--- src/rtl/ccfr_pkg.sv ---
// Shared types, codes and the CRC-32 byte step for the CRC checked frame receiver.
// No dependencies; imported by every module of the block.
`timescale 1ns / 1ps

package ccfr_pkg;

  localparam int unsigned CntW = 16;
  localparam logic [31:0] CRC_PRESET = 32'hFFFF_FFFF;
  localparam logic [31:0] CRC_POLY   = 32'hEDB8_8320;

  // Register indexes of the configuration port.
  localparam logic REG_EXPECTED_LENGTH     = 1'b0;
  localparam logic REG_WRITE_FUNCTION_CODE = 1'b1;

  // Result status codes.
  localparam logic [2:0] STAT_OK       = 3'd0;
  localparam logic [2:0] STAT_LEN_BAD  = 3'd1;
  localparam logic [2:0] STAT_FUNC_BAD = 3'd2;
  localparam logic [2:0] STAT_CRC_BAD  = 3'd3;
  localparam logic [2:0] STAT_CUT      = 3'd4;

  typedef enum logic [2:0] {
    ST_IDLE,
    ST_HEADER,
    ST_PAYLOAD,
    ST_CRC,
    ST_EMIT
  } ccfr_state_e;

  // Commands from the controller to the datapath.
  typedef struct packed {
    logic       frame_start;
    logic       hdr_byte;
    logic       pay_byte;
    logic       crc_byte;
    logic       cnt_clr;
    logic       load_err;
    logic [2:0] err_code;
    logic       load_cmd;
    logic       load_data;
  } ccfr_cmd_t;

  // Status from the datapath to the controller.
  typedef struct packed {
    logic       out_free;
    logic       hdr_last;
    logic       pay_last;
    logic       crc_last;
    logic       len_zero;
    logic       emit_last;
    logic [2:0] verdict;
  } ccfr_sts_t;

  function automatic logic [31:0] crc32_byte(logic [31:0] crc, logic [7:0] b);
    logic [31:0] c;
    c = crc ^ {24'h0, b};
    for (int i = 0; i < 8; i++) begin
      c = c[0] ? ((c >> 1) ^ CRC_POLY) : (c >> 1);
    end
    return c;
  endfunction

endpackage

--- src/rtl/ccfr_ctrl.sv ---
// Frame receiver controller: tracks the frame phase and sequences the result beats.
// Depends on ccfr_pkg; drives the command struct of ccfr_dp.
`timescale 1ns / 1ps

module ccfr_ctrl import ccfr_pkg::*; (
  input  logic      clk_i,
  input  logic      rst_ni,
  input  logic      in_valid_i,
  input  logic      frame_start_i,
  output logic      in_stall_o,
  input  ccfr_sts_t sts_i,
  output ccfr_cmd_t cmd_o
);

  ccfr_state_e state_q, state_d;
  logic        acc;

  assign in_stall_o = (state_q == ST_EMIT) || !sts_i.out_free;
  assign acc        = in_valid_i && !in_stall_o;

  always_ff @(posedge clk_i or negedge rst_ni) begin
    if (!rst_ni) begin
      state_q <= ST_IDLE;
    end else begin
      state_q <= state_d;
    end
  end

  always_comb begin
    state_d = state_q;
    if (acc && frame_start_i) begin
      state_d = ST_HEADER;
    end else if (acc) begin
      unique case (state_q)
        ST_HEADER: begin
          if (sts_i.hdr_last) state_d = sts_i.len_zero ? ST_CRC : ST_PAYLOAD;
        end
        ST_PAYLOAD: begin
          if (sts_i.pay_last) state_d = ST_CRC;
        end
        ST_CRC: begin
          if (sts_i.crc_last) begin
            state_d = (sts_i.verdict == STAT_OK && !sts_i.len_zero) ? ST_EMIT : ST_IDLE;
          end
        end
        ST_IDLE, ST_EMIT: state_d = state_q;
        default: state_d = ST_IDLE;
      endcase
    end else if (state_q == ST_EMIT && sts_i.out_free && sts_i.emit_last) begin
      state_d = ST_IDLE;
    end
  end

  always_comb begin
    cmd_o = '0;
    cmd_o.err_code = STAT_OK;
    if (acc && frame_start_i) begin
      cmd_o.frame_start = 1'b1;
      if (state_q != ST_IDLE) begin
        cmd_o.load_err = 1'b1;
        cmd_o.err_code = STAT_CUT;
      end
    end else if (acc) begin
      unique case (state_q)
        ST_HEADER: begin
          cmd_o.hdr_byte = 1'b1;
          cmd_o.cnt_clr  = sts_i.hdr_last;
        end
        ST_PAYLOAD: begin
          cmd_o.pay_byte = 1'b1;
          cmd_o.cnt_clr  = sts_i.pay_last;
        end
        ST_CRC: begin
          cmd_o.crc_byte = 1'b1;
          if (sts_i.crc_last) begin
            if (sts_i.verdict != STAT_OK) begin
              cmd_o.load_err = 1'b1;
              cmd_o.err_code = sts_i.verdict;
            end else begin
              cmd_o.load_cmd = 1'b1;
              cmd_o.cnt_clr  = 1'b1;
            end
          end
        end
        ST_IDLE, ST_EMIT: ;
        default: ;
      endcase
    end else if (state_q == ST_EMIT && sts_i.out_free) begin
      cmd_o.load_data = 1'b1;
    end
  end

  a_one_load: assert property (@(posedge clk_i) disable iff (!rst_ni)
    $onehot0({cmd_o.load_err, cmd_o.load_cmd, cmd_o.load_data}))
    else $error("more than one result beat loaded in a cycle");

  a_load_free: assert property (@(posedge clk_i) disable iff (!rst_ni)
    (cmd_o.load_err || cmd_o.load_cmd || cmd_o.load_data) |-> sts_i.out_free)
    else $error("result beat loaded over an undelivered one");

  a_emit_entry: assert property (@(posedge clk_i) disable iff (!rst_ni)
    (state_q == ST_EMIT && $past(state_q) != ST_EMIT) |-> $past(cmd_o.load_cmd))
    else $error("payload burst started without a command beat");

  a_emit_exit: assert property (@(posedge clk_i) disable iff (!rst_ni)
    (state_q != ST_EMIT && $past(state_q) == ST_EMIT) |->
      $past(cmd_o.load_data && sts_i.emit_last))
    else $error("payload burst ended before its last beat");

endmodule

--- src/rtl/ccfr_dp.sv ---
// Frame receiver datapath: header fields, CRC, byte counter, payload memory and
// the result register. Depends on ccfr_pkg; controlled by ccfr_ctrl.
`timescale 1ns / 1ps

module ccfr_dp import ccfr_pkg::*; #(
  parameter int unsigned PAYLOAD_MAX = 32
) (
  input  logic       clk_i,
  input  logic       rst_ni,
  input  logic [7:0] rx_byte_i,
  input  logic [5:0] expected_length_i,
  input  logic [7:0] write_function_code_i,
  input  ccfr_cmd_t  cmd_i,
  output ccfr_sts_t  sts_o,
  output logic       out_valid_o,
  input  logic       out_stall_i,
  output logic [2:0] status_o,
  output logic [7:0] out_byte_o,
  output logic       is_command_o,
  output logic       last_o
);

  localparam int unsigned AW = (PAYLOAD_MAX > 1) ? $clog2(PAYLOAD_MAX) : 1;

  logic [CntW-1:0] cnt_q, cnt_d;
  logic [CntW:0]   cnt_inc;
  logic [7:0]      func_q, func_d;
  logic [CntW-1:0] len_q, len_d;
  logic [7:0]      command_q, command_d;
  logic [31:0]     crc_q, crc_d, crc_src, crc_upd;
  logic [31:0]     rcv_q, rcv_d;
  logic [CntW-1:0] need;
  logic            len_bad, func_bad, crc_bad;

  logic [7:0]      mem [PAYLOAD_MAX];
  logic [7:0]      rd_q;
  logic [AW-1:0]   rd_addr;

  logic            out_vld_q, out_vld_d;
  logic [2:0]      out_status_q;
  logic [7:0]      out_byte_q;
  logic            out_iscmd_q, out_last_q;

  assign cnt_inc = {1'b0, cnt_q} + {{CntW{1'b0}}, 1'b1};
  assign crc_src = cmd_i.frame_start ? CRC_PRESET : crc_q;
  assign crc_upd = crc32_byte(crc_src, rx_byte_i);

  // The judgment uses the fourth CRC byte straight from the input.
  assign need     = (command_q == 8'h00) ? {{(CntW-6){1'b0}}, expected_length_i} : '0;
  assign len_bad  = (len_q != need) || (len_q > CntW'(PAYLOAD_MAX));
  assign func_bad = (func_q != write_function_code_i);
  assign crc_bad  = (~crc_q) != {rx_byte_i, rcv_q[23:0]};

  always_comb begin
    sts_o           = '0;
    sts_o.out_free  = !out_vld_q || !out_stall_i;
    sts_o.hdr_last  = (cnt_q[1:0] == 2'd3);
    sts_o.pay_last  = (cnt_inc == {1'b0, len_q});
    sts_o.crc_last  = (cnt_q[1:0] == 2'd3);
    sts_o.len_zero  = (len_q == '0);
    sts_o.emit_last = (cnt_inc == {1'b0, len_q});
    priority if (len_bad) sts_o.verdict = STAT_LEN_BAD;
    else if (func_bad)    sts_o.verdict = STAT_FUNC_BAD;
    else if (crc_bad)     sts_o.verdict = STAT_CRC_BAD;
    else                  sts_o.verdict = STAT_OK;
  end

  always_comb begin
    cnt_d     = cnt_q;
    func_d    = func_q;
    len_d     = len_q;
    command_d = command_q;
    crc_d     = crc_q;
    rcv_d     = rcv_q;
    if (cmd_i.frame_start) begin
      cnt_d     = {{(CntW-1){1'b0}}, 1'b1};
      func_d    = rx_byte_i;
      len_d     = '0;
      command_d = 8'h00;
      crc_d     = crc_upd;
      rcv_d     = '0;
    end else begin
      if (cmd_i.cnt_clr) begin
        cnt_d = '0;
      end else if (cmd_i.hdr_byte || cmd_i.pay_byte || cmd_i.crc_byte || cmd_i.load_data) begin
        cnt_d = cnt_inc[CntW-1:0];
      end
      if (cmd_i.hdr_byte || cmd_i.pay_byte) begin
        crc_d = crc_upd;
      end
      if (cmd_i.hdr_byte) begin
        unique case (cnt_q[1:0])
          2'd0: func_d = rx_byte_i;
          2'd1: len_d[7:0] = rx_byte_i;
          2'd2: len_d[15:8] = rx_byte_i;
          2'd3: command_d = rx_byte_i;
          default: ;
        endcase
      end
      if (cmd_i.crc_byte) begin
        unique case (cnt_q[1:0])
          2'd0: rcv_d[7:0]   = rx_byte_i;
          2'd1: rcv_d[15:8]  = rx_byte_i;
          2'd2: rcv_d[23:16] = rx_byte_i;
          2'd3: rcv_d[31:24] = rx_byte_i;
          default: ;
        endcase
      end
    end
  end

  always_ff @(posedge clk_i or negedge rst_ni) begin
    if (!rst_ni) begin
      cnt_q     <= '0;
      func_q    <= 8'h00;
      len_q     <= '0;
      command_q <= 8'h00;
      crc_q     <= CRC_PRESET;
      rcv_q     <= '0;
    end else begin
      cnt_q     <= cnt_d;
      func_q    <= func_d;
      len_q     <= len_d;
      command_q <= command_d;
      crc_q     <= crc_d;
      rcv_q     <= rcv_d;
    end
  end

  // The read address runs one beat ahead of the result register during a burst.
  always_comb begin
    priority if (cmd_i.cnt_clr) rd_addr = '0;
    else if (cmd_i.load_data)   rd_addr = cnt_q[AW-1:0] + AW'(1);
    else                        rd_addr = cnt_q[AW-1:0];
  end

  always_ff @(posedge clk_i) begin
    if (cmd_i.pay_byte && (cnt_q < CntW'(PAYLOAD_MAX))) begin
      mem[cnt_q[AW-1:0]] <= rx_byte_i;
    end
    rd_q <= mem[rd_addr];
  end

  assign out_vld_d = (cmd_i.load_err || cmd_i.load_cmd || cmd_i.load_data) ||
                     (out_vld_q && out_stall_i);

  always_ff @(posedge clk_i or negedge rst_ni) begin
    if (!rst_ni) begin
      out_vld_q <= 1'b0;
    end else begin
      out_vld_q <= out_vld_d;
    end
  end

  always_ff @(posedge clk_i) begin
    if (cmd_i.load_err) begin
      out_status_q <= cmd_i.err_code;
      out_byte_q   <= 8'h00;
      out_iscmd_q  <= 1'b0;
      out_last_q   <= 1'b1;
    end else if (cmd_i.load_cmd) begin
      out_status_q <= STAT_OK;
      out_byte_q   <= command_q;
      out_iscmd_q  <= 1'b1;
      out_last_q   <= sts_o.len_zero;
    end else if (cmd_i.load_data) begin
      out_status_q <= STAT_OK;
      out_byte_q   <= rd_q;
      out_iscmd_q  <= 1'b0;
      out_last_q   <= sts_o.emit_last;
    end
  end

  assign out_valid_o  = out_vld_q;
  assign status_o     = out_status_q;
  assign out_byte_o   = out_byte_q;
  assign is_command_o = out_iscmd_q;
  assign last_o       = out_last_q;

endmodule

--- src/rtl/crc_checked_frame_receiver.sv ---
// A received byte is taken whenever the result register is free; a verdict or command
// beat is valid the cycle after the last CRC byte is taken.
// Throughput: one byte per cycle; a good frame with N payload bytes issues N+1 result
// beats, one per cycle while the output is free; input is stalled for the N payload
// beats (payload memory read port) and while the result register holds a stalled beat.
// Reset: asynchronous, active low; control, header and CRC state are cleared, the
// payload memory is not cleared and needs no clearing pass.
`timescale 1ns / 1ps

module crc_checked_frame_receiver import ccfr_pkg::*; #(
  parameter int unsigned PAYLOAD_MAX = 32
) (
  input  logic        clk_i,
  input  logic        rst_ni,
  input  logic        in_valid_i,
  output logic        in_stall_o,
  input  logic [7:0]  rx_byte_i,
  input  logic        frame_start_i,
  output logic        out_valid_o,
  input  logic        out_stall_i,
  output logic [2:0]  status_o,
  output logic [7:0]  out_byte_o,
  output logic        is_command_o,
  output logic        last_o,
  input  logic        psel,
  input  logic        penable,
  input  logic        pwrite,
  input  logic [2:0]  paddr,
  input  logic [31:0] pwdata,
  output logic [31:0] prdata,
  output logic        pready
);

  logic [5:0] exp_len_q;
  logic [7:0] wfc_q;
  logic       cfg_wr;
  ccfr_cmd_t  cmd;
  ccfr_sts_t  sts;

  assign pready = 1'b1;
  assign cfg_wr = psel && penable && pwrite && pready;

  always_ff @(posedge clk_i or negedge rst_ni) begin
    if (!rst_ni) begin
      exp_len_q <= 6'd8;
      wfc_q     <= 8'h00;
    end else if (cfg_wr) begin
      unique case (paddr[2])
        REG_EXPECTED_LENGTH:     exp_len_q <= pwdata[5:0];
        REG_WRITE_FUNCTION_CODE: wfc_q     <= pwdata[7:0];
        default: ;
      endcase
    end
  end

  always_comb begin
    unique case (paddr[2])
      REG_EXPECTED_LENGTH:     prdata = {26'h0, exp_len_q};
      REG_WRITE_FUNCTION_CODE: prdata = {24'h0, wfc_q};
      default:                 prdata = '0;
    endcase
  end

  ccfr_ctrl u_ctrl (
    .clk_i         (clk_i),
    .rst_ni        (rst_ni),
    .in_valid_i    (in_valid_i),
    .frame_start_i (frame_start_i),
    .in_stall_o    (in_stall_o),
    .sts_i         (sts),
    .cmd_o         (cmd)
  );

  ccfr_dp #(
    .PAYLOAD_MAX (PAYLOAD_MAX)
  ) u_dp (
    .clk_i                 (clk_i),
    .rst_ni                (rst_ni),
    .rx_byte_i             (rx_byte_i),
    .expected_length_i     (exp_len_q),
    .write_function_code_i (wfc_q),
    .cmd_i                 (cmd),
    .sts_o                 (sts),
    .out_valid_o           (out_valid_o),
    .out_stall_i           (out_stall_i),
    .status_o              (status_o),
    .out_byte_o            (out_byte_o),
    .is_command_o          (is_command_o),
    .last_o                (last_o)
  );

endmodule
--- config.mk ---
export PLATFORM = sky130hd
export DESIGN_NAME = crc_checked_frame_receiver
export DESIGN_NICKNAME = d
export VERILOG_FILES = /design/src/rtl/ccfr_pkg.sv /design/src/rtl/ccfr_ctrl.sv /design/src/rtl/ccfr_dp.sv /design/src/rtl/crc_checked_frame_receiver.sv
export SDC_FILE = /design/constraint.sdc
export NUM_CORES = 1
export LEC_CHECK = 0
export ABC_CLOCK_PERIOD_IN_PS = 9600
export BUFFER_PORTS_ARGS = -buffer_cell sky130_fd_sc_hd__buf_4
export CORE_ASPECT_RATIO = 0.6
export CORE_MARGIN = 1.5
export CORE_UTILIZATION = 55
export CTS_CLUSTER_DIAMETER = 150
export DETAILED_ROUTE_END_ITERATION = 10
export GPL_TIMING_DRIVEN = 0
export PLACE_DENSITY = 0.73
export SYNTH_ARGS = -nofsm -noshare
export SYNTH_HDL_FRONTEND = slang
export SYNTH_SLANG_ARGS = --single-unit
--- constraint.sdc ---
create_clock -name clk_i -period 9.6 [get_ports clk_i]
set_input_delay 0.48 -clock clk_i [delete_from_list [all_inputs] [get_ports clk_i]]
set_output_delay 0.48 -clock clk_i [all_outputs]
set_load 0.02 [all_outputs]
# == Word-level counts from Yosys, hierarchy flattened ==
# Memories as Yosys holds them, arrays and structs flattened. A register that Yosys moved wholly into a read port is not among the register bits.
# Index checks and enable logic that the tools add are counted.
# totals
elab_cells,169
inputBits,51
mem_bits_rw,256
output_inout_bits,48
mem_count,1
register_bits,135
# op_classes
eq_ne,15
n_addsub,2
reduce_logical,52
bitwise,11
n_lt_le_gt_ge,2
n_mux,69
# memory_table
memory,depth,width,rd,rd_ports_with_merged_regs,wr,line_no,source
u_dp.mem,32,8,1,1,1,ccfr_dp.sv:35,logic [7:0] mem [PAYLOAD_MAX];
# op_table
operator,count
2-to-1 mux 32 bit,11
NOT 13 -> 14 bit,8
2-to-1 mux 16 bit,5
2-to-1 mux 8 bit,10
case mux 32 bit (2 select lines),1
2-to-1 mux 24 bit,2
inequality test 32 bit,1
NOT 32 bit,1
bitwise XOR 32 x 8 -> 32 bit,1
2-to-1 mux 3 bit,10
AND reduction 2 bit,9
"adder 16 x 1 -> 17 bit, second input constant",1
== test 17 x 16 -> 1 bit,1
"> comparator 16 x 6 -> 1 bit, second input constant",1
zero test 16 bit,1
"< comparator 16 x 6 -> 1 bit, second input constant",1
2-to-1 mux 4 bit,4
inequality test 16 bit,1
nonzero test 2 bit,8
2-to-1 mux 5 bit,3
nonzero test 3 bit,5
2-to-1 mux 1 bit,14
2-to-1 mux 6 bit,2
"inequality test 4 x 3 -> 1 bit, second input constant",3
21 further kinds,47

# == Depth between registers and ports, before layout ==
# depth
word_depth,28
mapped_depth,15
depth_no_buf,11

# == By module ==
# From an unflattened synthesis, not the netlist that was laid out.
# unflattened
hier_cells,1470
hier_area_um2,19019.5
# by_module_without_submodules
mod,seq_area_each_um2,cells_each,area_per_inst_um2,instances
ccfr_dp,10805.4,1350,17762.0,1
crc_checked_frame_receiver,351.6,66,843.3,1
ccfr_ctrl,75.1,54,414.1,1

# == Worst setup path before layout ==
# OpenSTA, ideal clock, no wires.
# synth_path
path_kind,register to register
startpoint,register u_dp.cnt_q[0]
endpoint,register u_dp.cnt_q[10]
stages_incl_launch_ff,16
arrival_ns,3.140
setup_slack_ns,6.339
setup_time_ns,0.121
required_ns,9.479
n_path_buf,5
synth_period_minus_slack_ns,3.261
cell_sequence,dfrtp_1 -> buf_2 -> inv_1 -> ha_1 -> xnor2_1 -> o2111ai_1 -> nand4b_1 -> nor4_2 -> a21oi_1 -> or4_4 -> buf_6 -> buf_2 -> buf_2 -> nand2_1 -> buf_2 -> nor2_1
# synth_between
elab_chain_cells,7
word_cells_on_any_way,11
cone_classes,add/sub (1); eq/ne (2); mux (7); reduce/logical (1)
# synth_lines
element,line_no,source
start: declaration,ccfr_dp.sv:25,"logic [CntW-1:0] cnt_q, cnt_d;"
start signal: assignment,ccfr_dp.sv:121,cnt_q <= cnt_d;
adder 16 x 1 -> 17 bit or == test 2 bit (tied branches),"ccfr_dp.sv:44, ccfr_dp.sv:57, ccfr_dp.sv:59",
== test 17 x 16 -> 1 bit or 2-to-1 mux 6 bit (tied branches),"ccfr_dp.sv:58, ccfr_ctrl.sv:75",
case mux 1 bit (3 select lines),ccfr_ctrl.sv:64,unique case (state_q)
2-to-1 mux 9 bit,ccfr_ctrl.sv:63,end else if (acc) begin
2-to-1 mux 4 bit,ccfr_ctrl.sv:57,if (acc && frame_start_i) begin
2-to-1 mux 16 bit,ccfr_dp.sv:83,if (cmd_i.cnt_clr) begin
2-to-1 mux 16 bit,ccfr_dp.sv:75,if (cmd_i.frame_start) begin
# Several ways; a longest one is shown, not always the timed one. The select of a mux whose other input is x is not followed.
# A chain may end at the register's enable or synchronous reset.

# == Final worst setup path ==
# layout_path
startpoint,register u_ctrl.state_q[2]
endpoint,register u_dp.rd_q[3] (read register of u_dp.mem)
# layout_between
elab_chain_cells,8
word_cells_on_any_way,17
cone_classes,eq/ne (4); mux (8); reduce/logical (5)
# layout_lines
element,line_no,source
start: declaration,ccfr_ctrl.sv:15,"ccfr_state_e state_q, state_d;"
start signal: assignment,ccfr_ctrl.sv:25,state_q <= state_d;
== test 3 bit,"ccfr_ctrl.sv:18, ccfr_ctrl.sv:88",
logical OR 1 bit,ccfr_ctrl.sv:18,assign in_stall_o = (state_q == ST_EMIT) || !sts_i.out_free;
zero test 1 bit,ccfr_ctrl.sv:19,assign acc = in_valid_i && !in_stall_o;
logical AND 1 bit,ccfr_ctrl.sv:19,
2-to-1 mux 1 bit or logical AND 1 bit (tied branches),"ccfr_ctrl.sv:63, ccfr_ctrl.sv:57",
2-to-1 mux 2 bit,ccfr_ctrl.sv:57,
2-to-1 mux 5 bit,ccfr_dp.sv:133,else if (cmd_i.load_data) rd_addr = cnt_q[AW-1:0] + AW'(1);
2-to-1 mux 5 bit *,ccfr_dp.sv:132,priority if (cmd_i.cnt_clr) rd_addr = '0;
end: declaration,ccfr_dp.sv:36,logic [7:0] rd_q;
# Every way passes the cells marked *; elsewhere a longest branch is shown, timed or not.

==> impl_metrics.yaml <==
run_status:
  status: "finished, final reports clean"
sta:
  fin_skew_ns: 0.0126
  max_freq_mhz: 207
  relSlewSlack_pct: 23.1
  rsz0062_at_grt: "no"
  setup_tns_ns: 0
  fin_crit_sh_pct: 50.3
  setup_viol: 0
  hold_viol_final: 0
  setup_ws_ns: 4.77
  drv_slew: 0
  worst_pin_slew_ns: 1.15
  min_period_ns: 4.83
power:
  p_comb_share_pct: 35.3
  p_seq_share_pct: 38.7
  p_switching_mw: 2.17
  power_leakage_nw: 7.68
  power-per-cell-area_mw_per_mm2: 283
  p_clk_share_pct: 26.0
  netSwitchingFraction_pct: 36.3
  internal_power_mw: 3.80
  ir_drop_mv: 0.226
synthesis:
  synth_cells: 1623
  ys.flop_type: "edfxtp_1"
  yosys.area.top_type: "edfxtp_1"
  postSynth.asyncResetShare_pct: 30.6
  syn_area_per_cell_um2: 11.6
  synth_edf_count: 259
  yosys_warnings: 0
  ys_seq_area_share_pct: 59.8
  synth-seq-cells: 399
  synth_top_area_share_pct: 41.4
  synth_area_leaders: "edfxtp_1 (41%), dfrtp_1 (12%), nand2_1 (4.9%)"
  syn_area_mm2: 0.0188
  synth.distinct_cells: 77
detailed_routing:
  viasPerCell: 6.10
  drtAntennaViolNets: 0
  drcViolationCount: 0
  drt_first_pass_iters: 6
  wl_per_cell_um: 23.6
  wirelength_um: 52600
  vias: 13569
  drt_first_iter_violations: 1944
critical_path:
  arrival_ns: 5.27
  setup.worst_path.start: "u_ctrl.state_q[2]"
  ff2ff_path_depth: 12
  reg2reg_setup_slack_ns: 4.77
  required_ns: 10.04
  critPathCaptureType: "register"
  reg2reg_to: "u_dp.rd_q[3]"
  setup.worst_path.class: "register to register"
  crit_chain: "buf_2 > or3b_1 > a21oi_1 > clkbuf_1 > nand2_1 > o21ai_1 > clkbuf_1 > buf_1 > nand3_1 > nand2_1 > a41oi_1 > o32a_1"
  slowest_stage: "o21ai_1"
  timing.rr.start: "u_ctrl.state_q[2]"
  critical-path-max-stage-delay_ns: 0.62
  start_kind: "register"
  crit_family: "buffers and inverters"
  worst-path-max-fanout: 10
  path_buf_inv: 4
finish:
  fin_nets: 1790
  num_antenna_cells: 0
  areaGrowthSynthToFinish_pct: 12.3
  stdcell_area_mm2: 0.0211
  layout-drive-gt1-share_pct: 14.0
die:
  core_area_mm2: 0.0336
  rows: 52
  initial_core_util_pct: 55.8
  die-width_um: 242
  die_h_um: 146
  io_pins: 99
  die_area_mm2: 0.0353
clocking:
  post_cts_buffers: 0
  cts_inserted_buffers: 39
  postCtsHoldBufs: 1
  cts_root_buffer: "clkbuf_16"
  clk_path_buf_depth: 3
  clkTransAtPathRegs_ns: 0.06
  cts_tree: "done"
  htreeDepth: 2
  cts.repair.resized: 0
  clock_latency_ns: 0.56
  numClockSinks: 399
min_path:
  hp-start: "pwdata[7]"
  whs_endpoint: "wfc_q[7]"
  worst_hold_path.num_cells: 2
  hp-class: "input port to register"
place:
  post_dp_cell_area_mm2: 0.0198
  place_ws_ns: 4.76
  port_buffers: 46
  place.gp.congestion: 0.968
  dp_hpwl_um: 37100
grt:
  groute.layer.met1.usage_pct: 48.0
  grt_pass1_vias: 12665
  grt_max_degree: 89
  antenna_found_initial: 2
  grt_pass1_wl_um: 78800
  grt_overflow: 0
  busiest_layer: "met1"
  grt_use_met2_pct: 39.0
  grt_use_met3_pct: 9.47
  track_usage_pct: 29.8
run:
  drv_cap: 0
-- worst reg2reg max path, cell delays in order, from the launching register on --
cell      delay [ns]
dfrtp_1         0.31
buf_2           0.19
or3b_1          0.43
a21oi_1         0.57
clkbuf_1        0.48
nand2_1         0.10
o21ai_1         0.62
clkbuf_1        0.56
buf_1           0.57
nand3_1         0.27
nand2_1         0.13
a41oi_1         0.24
o32a_1          0.25
-- through the flow --
stage	hold slack, ns	util [%]	cells	power [mW]
2_1_floorplan	0.184	-	1646	3.77
3_3_place_gp	0.431	58.8	2151	4.34
3_5_place_dp	0.403	58.9	2152	4.39
4_1_cts	0.157	62.7	2225	5.93
5_1_grt	0.160	62.7	2225	6.24
6_report	0.164	62.7	2225	5.98
-- per-layer routing --
layer / vias to the layer above / wire (um)
met1: 6673 / 24000
met2: 788 / 20700
li1: 6022 / -
met4: 2 / 857
met5: - / 18
met3: 84 / 6970
-- cell usage after synthesis, drive strengths merged (3+ instances only) --
cell type and count:
a211oi 4, a21o 3, a21oi 68, a221o 8, a22oi 3, a311oi 8, a31oi 3, a32oi 8
a41oi 8, and2 10, and3 7, buf 54, clkbuf 67, dfrtp 89, dfstp 33, dfxtp 18
edfxtp 259, ha 4, inv 12, mux2 32, mux2i 19, mux4 18, nand2 246, nand2b 5
nand3 90, nand3b 6, nand4 21, nand4b 3, nor2 115, nor2b 4, nor3 10, nor3b 6
nor4 14, o21ai 135, o32a 14, or3 3, or3b 17, xnor2 99, xor2 71
-- flip-flops by register name (all words and copies together) (netlist names) --
name and flops:
u_dp.command_q 8, u_dp.out_valid_o 1, u_dp.status_o 3, u_dp.crc_q 32, u_dp.is_command_o 1, u_dp.func_q 8
wfc_q 8, u_ctrl.state_q 3, u_dp.rd_q 8, u_dp.last_o 1, exp_len_q 6, u_dp.out_byte_o 8
u_dp.cnt_q 16, u_dp.rcv_q 24, u_dp.mem 256, u_dp.len_q 16
-- worst max-delay path by stage --
stage,cells past startpoint,slack (ns),to
finish,12,4.77,u_dp.rd_q[3]
global placement,15,4.74,u_dp.rd_q[1]
detailed placement,15,4.76,u_dp.rd_q[0]
global route,11,4.46,u_dp.rd_q[1]
CTS,12,4.84,u_dp.rd_q[3]
floorplan,15,6.34,u_dp.cnt_q[10]
-- layout by cell type, fill, tap and decap left out, types with 39 or more instances in the layout --
cell type	n
a21oi_1	68
dfrtp_1	89
xor2_1	71
nand2_1	246
clkbuf_1	76
nor2_1	115
edfxtp_1	259
buf_4	70
clkbuf_16	39
xnor2_1	97
nand3_1	88
o21ai_0	124
-- power by group through the flow --
stage	sequential, mW	combinational [mW]	clock, mW
after CTS	2.30	2.07	1.56
after global placement	2.33	2.01	0
after detailed placement	2.33	2.05	0
after floorplan	2.26	1.51	0
final	2.31	2.11	1.55
after global routing	2.33	2.28	1.63
-- cells by family after synthesis --
group	share of synthesized area, %
AO/OA/AOI/OAI	9.06
multiplexers	5.09
flip-flops	59.8
buffers and inverters	3.36
AND/OR/NAND/NOR	14.4
other	0.0400
XOR/XNOR	8.01
adder cells (fa/ha/maj)	0.266
-- layout make-up --
class / count / area, um^2
sequential: 399 / 11200
fill: 2656 / 12600
tap: 459 / 574
inverter: 12 / 45.0
clock buffer: 52 / 1040
buffer: 121 / 587
multi-input combinational: 1114 / 7000
timing repair buffer: 48 / 387
clock inverter: 20 / 211
Power figures use the tool's default switching activity.
